===== config.mk =====
export PLATFORM = sky130hd
export DESIGN_NAME = ack_retry_table_flat
export DESIGN_NICKNAME = d
export VERILOG_FILES = /design/src/rtl/art_pkg.sv /design/src/rtl/art_if.sv /design/src/rtl/art_store.sv /design/src/rtl/art_seq.sv /design/src/rtl/ack_retry_table.sv /design/src/flat_wrapper.sv
export VERILOG_INCLUDE_DIRS = /design/src /design/src/rtl
export SDC_FILE = /design/constraint.sdc
export NUM_CORES = 1
export LEC_CHECK = 0
export BUFFER_PORTS_ARGS = -buffer_cell sky130_fd_sc_hd__buf_4
export CORE_MARGIN = 1.5
export CORE_UTILIZATION = 45
export DETAILED_ROUTE_END_ITERATION = 10
export PLACE_DENSITY = 0.66
export SLEW_MARGIN = 20
export SYNTH_ARGS = -nofsm -noshare
export SYNTH_HDL_FRONTEND = slang
export SYNTH_SLANG_ARGS = --single-unit

===== constraint.sdc =====
create_clock -name clk -period 11.2 [get_ports clk]
set_input_delay 1.68 -clock clk [delete_from_list [all_inputs] [get_ports clk]]
set_output_delay 1.68 -clock clk [all_outputs]
set_load 0.05 [all_outputs]

===== src/rtl/ack_retry_table_assert.svh =====
// Assertion macros shared by the ack retry table RTL.
`ifndef ACK_RETRY_TABLE_ASSERT_SVH
`define ACK_RETRY_TABLE_ASSERT_SVH

// Same-cycle implication, disabled while reset is high.
`define ART_ASSERT_NOW(label, clk, rst, ante, cons, msg) \
  label: assert property (@(posedge clk) disable iff (rst) (ante) |-> (cons)) \
    else $error(msg);

// Next-cycle implication, disabled while reset is high.
`define ART_ASSERT_NEXT(label, clk, rst, ante, cons, msg) \
  label: assert property (@(posedge clk) disable iff (rst) (ante) |=> (cons)) \
    else $error(msg);

`endif


===== src/rtl/art_pkg.sv =====
// Types and constants shared by the ack retry table modules.
`default_nettype none

package art_pkg;

  localparam int KEY_W  = 32;
  localparam int ATT_W  = 4;
  localparam int SLOT_W = 3;
  localparam int STAT_W = 3;
  localparam int FUNC_W = 2;

  localparam logic [FUNC_W-1:0] FUNC_UPSERT  = 2'd0;
  localparam logic [FUNC_W-1:0] FUNC_POLL    = 2'd1;
  localparam logic [FUNC_W-1:0] FUNC_OUTCOME = 2'd2;
  localparam logic [FUNC_W-1:0] FUNC_UNUSED  = 2'd3;

  localparam logic [STAT_W-1:0] STATUS_QUEUED    = 3'd0;
  localparam logic [STAT_W-1:0] STATUS_FULL      = 3'd1;
  localparam logic [STAT_W-1:0] STATUS_PRESENTED = 3'd2;
  localparam logic [STAT_W-1:0] STATUS_NONE      = 3'd3;
  localparam logic [STAT_W-1:0] STATUS_SENT      = 3'd4;
  localparam logic [STAT_W-1:0] STATUS_RETRY     = 3'd5;
  localparam logic [STAT_W-1:0] STATUS_DROPPED   = 3'd6;

  localparam logic [ATT_W-1:0] MAX_ATTEMPTS_RESET = 4'd3;
  localparam logic [ATT_W-1:0] ATT_SATURATE       = 4'd15;

  typedef logic [SLOT_W-1:0] slot_t;

  typedef struct packed {
    logic [KEY_W-1:0] key;
    logic             kind;
    logic [ATT_W-1:0] att;
  } entry_t;

  typedef struct packed {
    logic [STAT_W-1:0] status;
    logic [KEY_W-1:0]  entry_id;
    logic              entry_kind;
    slot_t             slot;
    logic [ATT_W-1:0]  attempts_now;
  } result_t;

  typedef struct packed {
    logic rd_en;
    logic wr_en;
    logic set_valid;
    logic clr_valid;
  } store_ctrl_t;

endpackage

`default_nettype wire


===== src/rtl/art_if.sv =====
// Valid/ready channel interfaces for ack retry table requests and responses.
`default_nettype none

interface art_req_if;
  logic                          valid;
  logic                          ready;
  logic [art_pkg::FUNC_W-1:0]    func;
  logic [art_pkg::KEY_W-1:0]     id_key;
  logic                          ack_kind;
  logic                          publish_ok;

  modport source (output valid, func, id_key, ack_kind, publish_ok, input ready);
  modport sink (input valid, func, id_key, ack_kind, publish_ok, output ready);
endinterface

interface art_rsp_if;
  logic                          valid;
  logic                          ready;
  logic [art_pkg::STAT_W-1:0]    status;
  logic [art_pkg::KEY_W-1:0]     entry_id;
  logic                          entry_kind;
  logic [art_pkg::SLOT_W-1:0]    slot;
  logic [art_pkg::ATT_W-1:0]     attempts_now;

  modport source (output valid, status, entry_id, entry_kind, slot, attempts_now,
                  input ready);
  modport sink (input valid, status, entry_id, entry_kind, slot, attempts_now,
                output ready);
endinterface

`default_nettype wire


===== src/rtl/art_store.sv =====
// Entry memory with registered read and per-slot valid flags.
`default_nettype none

module art_store #(
  parameter int DEPTH = 8,
  parameter int IDX_W = 3
) (
  input  wire logic                 clk,
  input  wire logic                 rst,
  input  wire art_pkg::store_ctrl_t ctrl,
  input  wire logic [IDX_W-1:0]     rd_addr,
  input  wire logic [IDX_W-1:0]     wr_addr,
  input  wire art_pkg::entry_t      wr_data,
  output art_pkg::entry_t           rd_data,
  output logic [DEPTH-1:0]          valid_bits
);

  art_pkg::entry_t mem [DEPTH];

  always_ff @(posedge clk) begin
    if (ctrl.wr_en) begin
      mem[wr_addr] <= wr_data;
    end
    if (ctrl.rd_en) begin
      rd_data <= mem[rd_addr];
    end
  end

  always_ff @(posedge clk) begin
    if (rst) begin
      valid_bits <= '0;
    end else if (ctrl.set_valid) begin
      valid_bits[wr_addr] <= 1'b1;
    end else if (ctrl.clr_valid) begin
      valid_bits[wr_addr] <= 1'b0;
    end
  end

endmodule

`default_nettype wire


===== src/rtl/art_seq.sv =====
// Slot-walking sequencer with the shared key comparator and attempt update.
`default_nettype none

module art_seq #(
  parameter int DEPTH = 8,
  parameter int IDX_W = 3
) (
  input  wire logic                     clk,
  input  wire logic                     rst,
  art_req_if.sink                       req,
  input  wire logic [art_pkg::ATT_W-1:0] max_attempts,
  input  wire logic [DEPTH-1:0]         valid_bits,
  input  wire art_pkg::entry_t          rd_data,
  output art_pkg::store_ctrl_t          ctrl,
  output logic [IDX_W-1:0]              rd_addr,
  output logic [IDX_W-1:0]              wr_addr,
  output art_pkg::entry_t               wr_data,
  output art_pkg::result_t              res,
  output logic                          res_valid,
  input  wire logic                     res_ready
);

  typedef enum logic [2:0] {S_IDLE, S_RD, S_CHK, S_FIN, S_OUT} state_t;

  state_t                       state;
  logic [IDX_W-1:0]             idx;
  logic [IDX_W-1:0]             free_idx;
  logic                         free_found;
  logic                         hit;
  logic [art_pkg::FUNC_W-1:0]   func_q;
  logic [art_pkg::KEY_W-1:0]    key_q;
  logic                         kind_q;
  logic                         ok_q;
  art_pkg::result_t             res_next;
  logic [art_pkg::ATT_W-1:0]    att_inc;
  logic                         drop;
  logic                         last;

  assign last      = (idx == IDX_W'(DEPTH - 1));
  assign att_inc   = (rd_data.att == art_pkg::ATT_SATURATE) ? rd_data.att
                                                            : rd_data.att + 1'b1;
  assign drop      = (att_inc >= max_attempts);
  assign req.ready = (state == S_IDLE);
  assign res_valid = (state == S_OUT);
  assign rd_addr   = idx;

  always_comb begin
    ctrl         = '0;
    wr_addr      = idx;
    wr_data.key  = key_q;
    wr_data.kind = kind_q;
    wr_data.att  = '0;
    res_next              = '0;
    res_next.status       = art_pkg::STATUS_NONE;
    if (state == S_RD) begin
      ctrl.rd_en = valid_bits[idx];
    end
    if (state == S_FIN) begin
      if (func_q == art_pkg::FUNC_UPSERT) begin
        res_next.entry_id   = key_q;
        res_next.entry_kind = kind_q;
        if (hit) begin
          ctrl.wr_en      = 1'b1;
          res_next.status = art_pkg::STATUS_QUEUED;
          res_next.slot   = art_pkg::slot_t'(idx);
        end else if (free_found) begin
          ctrl.wr_en      = 1'b1;
          ctrl.set_valid  = 1'b1;
          wr_addr         = free_idx;
          res_next.status = art_pkg::STATUS_QUEUED;
          res_next.slot   = art_pkg::slot_t'(free_idx);
        end else begin
          res_next.status = art_pkg::STATUS_FULL;
        end
      end else if (hit) begin
        res_next.entry_id     = rd_data.key;
        res_next.entry_kind   = rd_data.kind;
        res_next.slot         = art_pkg::slot_t'(idx);
        res_next.attempts_now = rd_data.att;
        wr_data.key           = rd_data.key;
        wr_data.kind          = rd_data.kind;
        wr_data.att           = att_inc;
        if (func_q == art_pkg::FUNC_POLL) begin
          res_next.status = art_pkg::STATUS_PRESENTED;
        end else if (ok_q) begin
          ctrl.clr_valid  = 1'b1;
          res_next.status = art_pkg::STATUS_SENT;
        end else begin
          ctrl.wr_en            = 1'b1;
          ctrl.clr_valid        = drop;
          res_next.attempts_now = att_inc;
          res_next.status = drop ? art_pkg::STATUS_DROPPED : art_pkg::STATUS_RETRY;
        end
      end
    end
  end

  always_ff @(posedge clk) begin
    if (rst) begin
      state      <= S_IDLE;
      idx        <= '0;
      free_idx   <= '0;
      free_found <= 1'b0;
      hit        <= 1'b0;
      func_q     <= art_pkg::FUNC_UNUSED;
      key_q      <= '0;
      kind_q     <= 1'b0;
      ok_q       <= 1'b0;
      res        <= '0;
    end else begin
      unique case (state)
        S_IDLE: begin
          if (req.valid) begin
            func_q     <= req.func;
            key_q      <= req.id_key;
            kind_q     <= req.ack_kind;
            ok_q       <= req.publish_ok;
            idx        <= '0;
            hit        <= 1'b0;
            free_found <= 1'b0;
            state      <= (req.func == art_pkg::FUNC_UNUSED) ? S_FIN : S_RD;
          end
        end
        S_RD: begin
          if (valid_bits[idx]) begin
            state <= S_CHK;
          end else begin
            if (func_q == art_pkg::FUNC_UPSERT && !free_found) begin
              free_found <= 1'b1;
              free_idx   <= idx;
            end
            if (last) begin
              state <= S_FIN;
            end else begin
              idx <= idx + 1'b1;
            end
          end
        end
        S_CHK: begin
          if (func_q != art_pkg::FUNC_UPSERT || rd_data.key == key_q) begin
            hit   <= 1'b1;
            state <= S_FIN;
          end else if (last) begin
            state <= S_FIN;
          end else begin
            idx   <= idx + 1'b1;
            state <= S_RD;
          end
        end
        S_FIN: begin
          res   <= res_next;
          state <= S_OUT;
        end
        S_OUT: begin
          if (res_ready) begin
            state <= S_IDLE;
          end
        end
        default: begin
          state <= S_IDLE;
        end
      endcase
    end
  end

endmodule

`default_nettype wire


===== src/rtl/ack_retry_table.sv =====
// Top level of the ack retry table: configuration, sequencer, store and response register.
//
//   channel  | dir | handshake          | payload
//   req      | in  | valid/ready        | func, id_key, ack_kind, publish_ok
//   rsp      | out | valid/ready        | status, entry_id, entry_kind, slot, attempts_now
//   cfg      | in  | cfg_write_en       | cfg_write_data = max_attempts
//
// After its transfer an item's result is registered in S_FIN and held in S_OUT until the
// response register takes it; the next request can be taken in the cycle after that.
// The walk visits a free slot in S_RD and an occupied slot in S_RD then S_CHK, whose entry
// comes from the single read port of the entry memory into the shared key comparator.
// Reset clears every valid flag and sets max_attempts to 3; no clearing pass is needed.
// A new request is taken while a response waits in the output register; a stalled
// response holds the sequencer only when the next one is ready to leave.
`default_nettype none

`include "ack_retry_table_assert.svh"

module ack_retry_table #(
  parameter int TABLE_DEPTH = 8
) (
  input  wire logic                      clk,
  input  wire logic                      rst,
  art_req_if.sink                        req,
  art_rsp_if.source                      rsp,
  input  wire logic                      cfg_write_en,
  input  wire logic [art_pkg::ATT_W-1:0] cfg_write_data
);

  localparam int IDX_W = (TABLE_DEPTH > 1) ? $clog2(TABLE_DEPTH) : 1;

  logic [art_pkg::ATT_W-1:0] max_attempts;
  art_pkg::store_ctrl_t      ctrl;
  logic [IDX_W-1:0]          rd_addr;
  logic [IDX_W-1:0]          wr_addr;
  art_pkg::entry_t           wr_data;
  art_pkg::entry_t           rd_data;
  logic [TABLE_DEPTH-1:0]    valid_bits;
  art_pkg::result_t          res;
  logic                      res_valid;
  logic                      res_ready;

  always_ff @(posedge clk) begin
    if (rst) begin
      max_attempts <= art_pkg::MAX_ATTEMPTS_RESET;
    end else if (cfg_write_en) begin
      max_attempts <= cfg_write_data;
    end
  end

  art_seq #(
    .DEPTH (TABLE_DEPTH),
    .IDX_W (IDX_W)
  ) u_seq (
    .clk          (clk),
    .rst          (rst),
    .req          (req),
    .max_attempts (max_attempts),
    .valid_bits   (valid_bits),
    .rd_data      (rd_data),
    .ctrl         (ctrl),
    .rd_addr      (rd_addr),
    .wr_addr      (wr_addr),
    .wr_data      (wr_data),
    .res          (res),
    .res_valid    (res_valid),
    .res_ready    (res_ready)
  );

  art_store #(
    .DEPTH (TABLE_DEPTH),
    .IDX_W (IDX_W)
  ) u_store (
    .clk        (clk),
    .rst        (rst),
    .ctrl       (ctrl),
    .rd_addr    (rd_addr),
    .wr_addr    (wr_addr),
    .wr_data    (wr_data),
    .rd_data    (rd_data),
    .valid_bits (valid_bits)
  );

  assign res_ready = !rsp.valid || rsp.ready;

  always_ff @(posedge clk) begin
    if (rst) begin
      rsp.valid <= 1'b0;
    end else if (res_valid && res_ready) begin
      rsp.valid <= 1'b1;
    end else if (rsp.ready) begin
      rsp.valid <= 1'b0;
    end
  end

  always_ff @(posedge clk) begin
    if (res_valid && res_ready) begin
      rsp.status       <= res.status;
      rsp.entry_id     <= res.entry_id;
      rsp.entry_kind   <= res.entry_kind;
      rsp.slot         <= res.slot;
      rsp.attempts_now <= res.attempts_now;
    end
  end

  `ART_ASSERT_NEXT(a_busy_after_transfer, clk, rst,
                   req.valid && req.ready, !req.ready,
                   "request taken while busy")
  `ART_ASSERT_NEXT(a_result_reaches_port, clk, rst,
                   res_valid && res_ready, rsp.valid,
                   "result lost before the response register")
  `ART_ASSERT_NOW(a_none_is_empty, clk, rst,
                  rsp.valid && rsp.status == art_pkg::STATUS_NONE,
                  rsp.entry_id == '0 && rsp.slot == '0 && rsp.attempts_now == '0,
                  "none pending with nonzero fields")
  `ART_ASSERT_NOW(a_full_has_no_slot, clk, rst,
                  rsp.valid && rsp.status == art_pkg::STATUS_FULL,
                  rsp.slot == '0 && rsp.attempts_now == '0,
                  "table full with slot or attempts set")

endmodule

`default_nettype wire

===== src/flat_wrapper.sv =====
// flat-port wrapper written by rule: the top's interface ports become plain ports
module ack_retry_table_flat 
#(
  parameter int TABLE_DEPTH = 8
)
  (clk, rst, cfg_write_en, cfg_write_data, req_valid, req_func, req_id_key, req_ack_kind, req_publish_ok, req_ready, rsp_valid, rsp_status, rsp_entry_id, rsp_entry_kind, rsp_slot, rsp_attempts_now, rsp_ready);
  art_req_if req_i ();
  art_rsp_if rsp_i ();
  input  wire logic clk;
  input  wire logic rst;
  input  wire logic cfg_write_en;
  input  wire logic [art_pkg::ATT_W-1:0] cfg_write_data;
  input wire logic [$bits(req_i.valid)-1:0] req_valid;
  input wire logic [$bits(req_i.func)-1:0] req_func;
  input wire logic [$bits(req_i.id_key)-1:0] req_id_key;
  input wire logic [$bits(req_i.ack_kind)-1:0] req_ack_kind;
  input wire logic [$bits(req_i.publish_ok)-1:0] req_publish_ok;
  output wire logic [$bits(req_i.ready)-1:0] req_ready;
  output wire logic [$bits(rsp_i.valid)-1:0] rsp_valid;
  output wire logic [$bits(rsp_i.status)-1:0] rsp_status;
  output wire logic [$bits(rsp_i.entry_id)-1:0] rsp_entry_id;
  output wire logic [$bits(rsp_i.entry_kind)-1:0] rsp_entry_kind;
  output wire logic [$bits(rsp_i.slot)-1:0] rsp_slot;
  output wire logic [$bits(rsp_i.attempts_now)-1:0] rsp_attempts_now;
  input wire logic [$bits(rsp_i.ready)-1:0] rsp_ready;
  assign req_i.valid = req_valid;
  assign req_i.func = req_func;
  assign req_i.id_key = req_id_key;
  assign req_i.ack_kind = req_ack_kind;
  assign req_i.publish_ok = req_publish_ok;
  assign req_ready = req_i.ready;
  assign rsp_valid = rsp_i.valid;
  assign rsp_status = rsp_i.status;
  assign rsp_entry_id = rsp_i.entry_id;
  assign rsp_entry_kind = rsp_i.entry_kind;
  assign rsp_slot = rsp_i.slot;
  assign rsp_attempts_now = rsp_i.attempts_now;
  assign rsp_i.ready = rsp_ready;
  ack_retry_table #(.TABLE_DEPTH(TABLE_DEPTH)) u_core (.clk(clk), .rst(rst), .req(req_i), .rsp(rsp_i), .cfg_write_en(cfg_write_en), .cfg_write_data(cfg_write_data));
endmodule

* Word level (Yosys, flattened, before mapping)
Memory sizes are Yosys's and may differ from the RTL's. A register that Yosys moved wholly into a read port is not among the register bits.
Cells that the tools add are included.
** Storage, ports and cells
- Bits of input ports :: 45
- Bits in registers :: 146
- Memory bits (writable) :: 296
- Word-level logic and storage cells :: 133
- Memories :: 1
- Output and inout port bits :: 45
** Cells by class
- Bitwise gates (word level) :: 4
- Magnitude comparators :: 4
- Equal/unequal tests :: 16
- Multiplexer cells :: 63
- Reduce and logical (&&, ||, !) cells :: 21
- Add/sub/neg operators :: 2
** Memory list
- u_core.u_store.mem :: depth 8, bits a word 37, read ports 1, clocked after Yosys merged registers in 1, write ports 1, RTL line art_store.sv:18 : art_pkg::entry_t mem [DEPTH];
** Operators with widths (count)
- 37-bit two-way mux :: 3
- 3-bit two-way mux :: 17
- 43-bit two-way mux :: 1
- 39-bit two-way mux :: 1
- 32-bit == test :: 1
- 1-bit two-way mux :: 23
- 4-bit two-way mux :: 4
- 8-bit two-way mux :: 2
- 3-bit one-hot mux with 5 select lines :: 1
- 2-bit two-way mux :: 6
- 2-bit inequality test (second input constant) :: 5
- 2-bit nonzero test :: 5
- 3-bit one-hot mux with 3 select lines :: 1
- 3-bit AND reduction :: 3
- 8-bit AND :: 1
- 3-bit by 4-bit < comparator with 1-bit output (second input constant) :: 2
- 8-bit NOT :: 1
- 8-bit OR :: 1
- 4-bit AND reduction :: 2
- 3-bit by 2-bit == test with 1-bit output (second input constant) :: 2
- 3-bit == test (second input constant) :: 2
- 4-bit by 1-bit adder with 4-bit output (second input constant) :: 1
- 4-bit == test (second input constant) :: 1
- 4-bit >= comparator :: 1
- 18 further kinds :: 23

* Depth between registers and ports, before layout
- Word-level depth :: 12
- Gate-level depth with buffers :: 10
- Mapped depth without buffers :: 10

* By module
From an unflattened synthesis, not the netlist that was laid out.
** Second synthesis, totals
- Cell total of the unflattened synthesis :: 1158
- Area total of the unflattened synthesis :: 18634.1 sq um
** Modules (own cells, without submodules)
- art_store :: area each 12673.4 sq um, cells each 519, times used 1
- art_seq :: area each 4490.6 sq um, cells each 579, times used 1
- ack_retry_table :: area each 1470.2 sq um, cells each 60, times used 1

* Least setup slack after synthesis
Ideal clock, no wire load.
- Path type :: input -> register
- Start point :: input rsp_ready
- End point :: register u_core.rsp.attempts_now[0] (enable)
- Cell stages on the path :: 2
- Path slack :: 7197 ps
- Arrival time :: 3560 ps
- Data required time :: 10757 ps
- Path buffers :: 0
- Cells stage by stage :: nor2b_1 nor2_1
** On the way
- Longest elaborated chain between the ends :: 2
** Ends and longest elaborated chain
- start: declaration :: RTL line flat_wrapper.sv:25 : input wire logic [$bits(rsp_i.ready)-1:0] rsp_ready;
- 1-bit logical OR :: RTL line ack_retry_table.sv:84 : assign res_ready = !rsp.valid || rsp.ready;
- 1-bit logical AND :: RTL line ack_retry_table.sv:97 : if (res_valid && res_ready) begin
- end: declaration :: RTL line art_if.sv:25 : modport source (output valid, status, entry_id, entry_kind, slot, attempts_now,
No other way between the ends.
A chain may end at the register's enable or synchronous reset.

* Worst setup path in the final report
- Start point :: register u_core.u_seq.state[1]
- End point :: memory u_core.u_store.mem[0][15] in the netlist's numbering (enable)
** On the way
- Longest elaborated chain between the ends :: 4
- Elaborated cells on any way between the ends :: 5
- Those cells by class :: eq/ne: 1; mux: 4
** Ends and longest elaborated chain
- start: declaration :: RTL line art_seq.sv:25 : state_t state;
- start signal: assignment :: RTL line art_seq.sv:121 : state <= (req.func == art_pkg::FUNC_UNUSED) ? S_FIN : S_RD;
- 3-bit by 2-bit == test with 1-bit output (*) :: RTL line art_seq.sv:58 : if (state == S_FIN) begin
- 3-bit two-way mux :: RTL line art_seq.sv:58
- 1-bit two-way mux :: RTL line art_store.sv:21 : if (ctrl.wr_en) begin
- 1-bit two-way mux (implied by the code) :: RTL line art_store.sv:22 : mem[wr_addr] <= wr_data;
- end: declaration :: RTL line art_store.sv:18
Mark *: on every way between the ends. The rest lies on a longest branch, timed or not.

==> Flow_metrics.wiki <==
{| class="wikitable"
! Metric !! Value
|-
| Area growth from synthesis to layout || 15.7%
|-
| Largest net degree at the start of global routing || 65
|-
| Overflow left after global routing || 0
|-
| Setup slack of the critical path after layout || 7.91 ns
|-
| Total setup violations reported at the end of the flow || 0
|-
| Cells along the critical path || and3b_1 -> nand4b_2 -> mux2i_1 -> nand2_1 -> nor2_4 -> buf_4
|-
| Highest clock rate || 304 MHz
|-
| Start point of the critical path || u_core.u_seq.state[1]
|-
| Reg-to-Reg Start || u_core.u_seq.state[1]
|-
| Average via count per standard cell || 5.55
|-
| Number of hold violations in the final report || 0
|-
| Parity-gate share of the synthesized area counting xor and xnor cells || 1.60%
|-
| Category of the critical setup timing path || flip-flop to flip-flop
|-
| Max cap viols || 0
|-
| Number of levels the H-tree was split into || 2
|-
| Number of global-route vias before repair || about 11,000
|-
| Leak Pwr || 7.41 nW
|-
| Unrepaired setup endpoints after global routing || false
|-
| Mapped cell area || 18,600 µm²
|-
| Hold Slack || 0.430 ns
|-
| Mapped Nets || 1,304
|-
| Sinks on Clock Net || 479
|-
| Sum of net half-perimeters after detailed placement || 24.5 mm
|-
| Post-place setup slack || a little under 8 ns
|-
| Number of buffers on the longest clock path || 3
|-
| Pins Over Slew Limit || 0
|-
| Final period demand of the worst path || roughly 3.3 ns
|-
| Die extent in y || ~210 µm
|-
| Reg-to-reg critical path endpoint || u_core.u_store.mem[0][15]
|-
| Final Util || 52.7%
|-
| Largest incremental delay on the critical path || around 0.62 ns
|-
| Inserted Clock Buffers || between 40 and 50
|-
| Final total power || 3.82 mW
|-
| Post-Synthesis Mean Instance Area || roughly 15 µm²
|-
| Post-Synth Simple-Gate Area || 9.01%
|-
| Number of hold-repair buffers added at the cts stage || 0
|-
| Clock latency reported for the late side of the worst-skew pair || ~0.57 ns
|-
| DRC violation count after routing || 0
|-
| Area fraction in compound gates after synthesis || approximately 5%
|-
| Inst Count DP || 1,824
|-
| Worst IR Drop VDD || 0.000109 V
|-
| Critical-path maximum fanout || 22
|-
| Number of instances in the synthesized netlist || 1,252
|-
| I/O Pins || 90
|-
| Worst endpoint required time || 11.42 ns
|-
| End point of the worst hold path || u_core.rsp.slot[2]
|-
| EDFF count, synth || 376
|-
| Final nets || 1,394
|-
| Worst setup skew after layout || 0.0139 ns
|-
| Horizontal extent of the die || 206 µm
|-
| Buffers inserted by post-CTS timing repair || 0
|-
| Run status || complete, no violations
|-
| Most frequent cell after synthesis || sky130_fd_sc_hd__edfxtp_1
|-
| Overall via count from detail_route || 10,600
|-
| Number of synthesized register bits || 479
|-
| Power Density || 178 nW/µm²
|-
| Most instantiated flip-flop cell in the synthesis netlist || sky130_fd_sc_hd__edfxtp_1
|-
| # rows || 74
|-
| Clock-pin transition on the worst setup and hold timing paths || ~0.060 ns
|-
| Largest family of logic cells by synthesized area || multiplexers
|-
| Slew of the pin with the lowest slew margin || 1.04 ns
|-
| Endpoint type of the worst setup path || flip-flop
|-
| Synthesis Warnings || 0
|-
| Number of distinct library cells after synthesis || 48
|-
| Routed wirelength normalized by instance count || 22.4 µm
|-
| Post-layout instance count excluding filler cells || between 1,500 and 2,000
|-
| Cell with the biggest individual delay on the critical path || sky130_fd_sc_hd__nor2_4
|-
| Depth of the most critical reg-to-reg path || 6
|-
| Leading cell types by count after synthesis || sky130_fd_sc_hd__edfxtp_1, sky130_fd_sc_hd__nand2_1, sky130_fd_sc_hd__dfxtp_1
|-
| Detailed Route WL || 42.8 mm
|-
| Global-route wire length before repair || 63.6 mm
|-
| CTS Root Buffer Type || sky130_fd_sc_hd__clkbuf_16
|-
| Slew headroom || 30.7%
|-
| CTS-repair resized insts || 0
|-
| Cells on Worst Hold Path || 0
|-
| Ant. Diodes || 0
|-
| Number of I/O port buffers || 89
|-
| Share of the yosys chip area belonging to registers || between 70 and 80%
|-
| Starting DRC count in detailed routing || slightly below 1,000
|-
| Ys async rst share || 0%
|-
| WP data arrival || roughly 3.5 ns
|-
| Area post-placement || between 15,000 and 20,000 µm²
|-
| Startpoint kind of the worst setup timing path || flip-flop
|-
| Post-DRT Antenna Nets || 0
|-
| GR Util All Layers || between 20% and 30%
|-
| Hold path start || u_core.u_seq.res[6]
|-
| Largest cells by area after synthesis || sky130_fd_sc_hd__edfxtp_1, sky130_fd_sc_hd__dfxtp_1, sky130_fd_sc_hd__mux4_2
|-
| Largest area contributor in the netlist || sky130_fd_sc_hd__edfxtp_1
|-
| Final weighted congestion in routability-driven placement || roughly 0.8
|-
| Area of the core || 40,800 µm²
|-
| Post-synthesis adder-cell area fraction || 0.471%
|-
| Setup slack of the worst register-to-register path || 7.91 ns
|-
| Clock tree from TritonCTS || built
|-
| Period utilization || 29.4%
|-
| Classification of the worst-slack hold path || flip-flop to flip-flop
|-
| Post-layout instance area || about 21,000 µm²
|-
| Total negative slack || 0 ns
|-
| Top-area cell type share of the netlist area || 60.8%
|-
| Initial antenna violation count || 1
|-
| Multiplexer fraction of the synthesized cell area || 10.3%
|-
| DIE AREA || between 40,000 and 50,000 µm²
|-
| Starting density of the core || 45.5%
|-
| Number of detailed-routing iterations run before antenna repair || 6
|-
| Share of post-route cells with drive strength above 1 || 20.4%
|}
## report_power, final
group	total, mW	switching, mW	internal [mW]
Combinational	0.194	0.112	0.0823
Clock	1.66	0.656	1.00
Sequential	1.97	0.0313	1.93
## worst max-delay path: cells and delay by family (launching register included)
| kind | cells | cell delay, ns |
|---|---|---|
| muxes | 1 | 0.30 |
| buffers and inverters | 1 | 0.49 |
| and+or+nand+nor | 4 | 1.62 |
| DFF | 1 | 0.51 |
## worst max path at each step
stage | to | cells after the start
after floorplan | u_core.rsp.attempts_now[0] | 2
after global placement | u_core.u_seq.rd_addr[0] | 4
after detailed placement | u_core.u_seq.rd_addr[0] | 4
after CTS | req_ready | 2
after global routing | u_core.u_store.mem[5][19] | 6
final | u_core.u_store.mem[0][15] | 6
## sequential cells by signal, indices dropped and copies added (netlist names), 2 cells and up, named ones only
name	cells
u_core.u_store.mem	296
u_core.u_seq.res	43
u_core.u_store.rd_data	37
u_core.rsp.entry_id	32
u_core.u_seq.key_q	32
u_core.max_attempts	4
u_core.rsp.attempts_now	4
u_core.rsp.slot	3
u_core.rsp.status	3
u_core.u_seq.free_idx	3
u_core.u_seq.rd_addr	3
u_core.u_seq.state	3
u_core.u_seq.func_q	2
## layout make-up
| cell class | instances | area, µm² |
|---|---|---|
| fillers | 3266 | 19300 |
| flip-flops and latches | 479 | 13400 |
| multi-input cells | 694 | 4990 |
| clock buffers | 66 | 1310 |
| repair buffers | 109 | 818 |
| well taps | 532 | 666 |
| clock inverters | 22 | 317 |
| inverters | 10 | 37.5 |
## placed cells by master (no fill, tap or decap), types with 3 or more instances in the layout
cell type	synthesis	final
sky130_fd_sc_hd__a211oi_1	8	8
sky130_fd_sc_hd__a21o_1	3	3
sky130_fd_sc_hd__a21oi_1	85	85
sky130_fd_sc_hd__a22oi_1	37	37
sky130_fd_sc_hd__a31oi_1	9	9
sky130_fd_sc_hd__and2_1	4	3
sky130_fd_sc_hd__and3_1	5	5
sky130_fd_sc_hd__buf_4	1	109
sky130_fd_sc_hd__bufinv_16	0	8
sky130_fd_sc_hd__clkbuf_1	47	15
sky130_fd_sc_hd__clkbuf_16	0	49
sky130_fd_sc_hd__clkinv_1	0	3
sky130_fd_sc_hd__clkinv_2	0	7
sky130_fd_sc_hd__clkinvlp_4	0	4
sky130_fd_sc_hd__dfxtp_1	103	100
sky130_fd_sc_hd__edfxtp_1	376	376
sky130_fd_sc_hd__ha_1	7	7
sky130_fd_sc_hd__inv_1	10	10
sky130_fd_sc_hd__mux2_2	4	4
sky130_fd_sc_hd__mux2i_1	9	9
sky130_fd_sc_hd__mux4_2	77	77
sky130_fd_sc_hd__nand2_1	300	300
sky130_fd_sc_hd__nand2b_1	5	5
sky130_fd_sc_hd__nand3_1	8	8
sky130_fd_sc_hd__nor2_1	46	35
sky130_fd_sc_hd__nor2_4	0	11
sky130_fd_sc_hd__nor2b_1	4	4
sky130_fd_sc_hd__nor3_1	13	12
sky130_fd_sc_hd__nor4_1	11	11
sky130_fd_sc_hd__o21ai_0	3	3
sky130_fd_sc_hd__xor2_1	32	32
## per-layer routing
metal / wire [µm] / global-route usage (%)
met1: 18100 / 28.1
met2: 20300 / 32.9
met3: 3310 / 4.24
met4: 1050 / 6.60
met5: 19 / 0
## cells by family (layout without fill, tap and decap cells)
group           after synthesis  count (layout)
buf+inv                      79             207
compound gates              154             154
flops                       479             479
xor+xnor                     34              34
fa+ha+maj                     7               7
mux                          92              92
simple gates                407             407
Power figures use the tool's default switching activity.
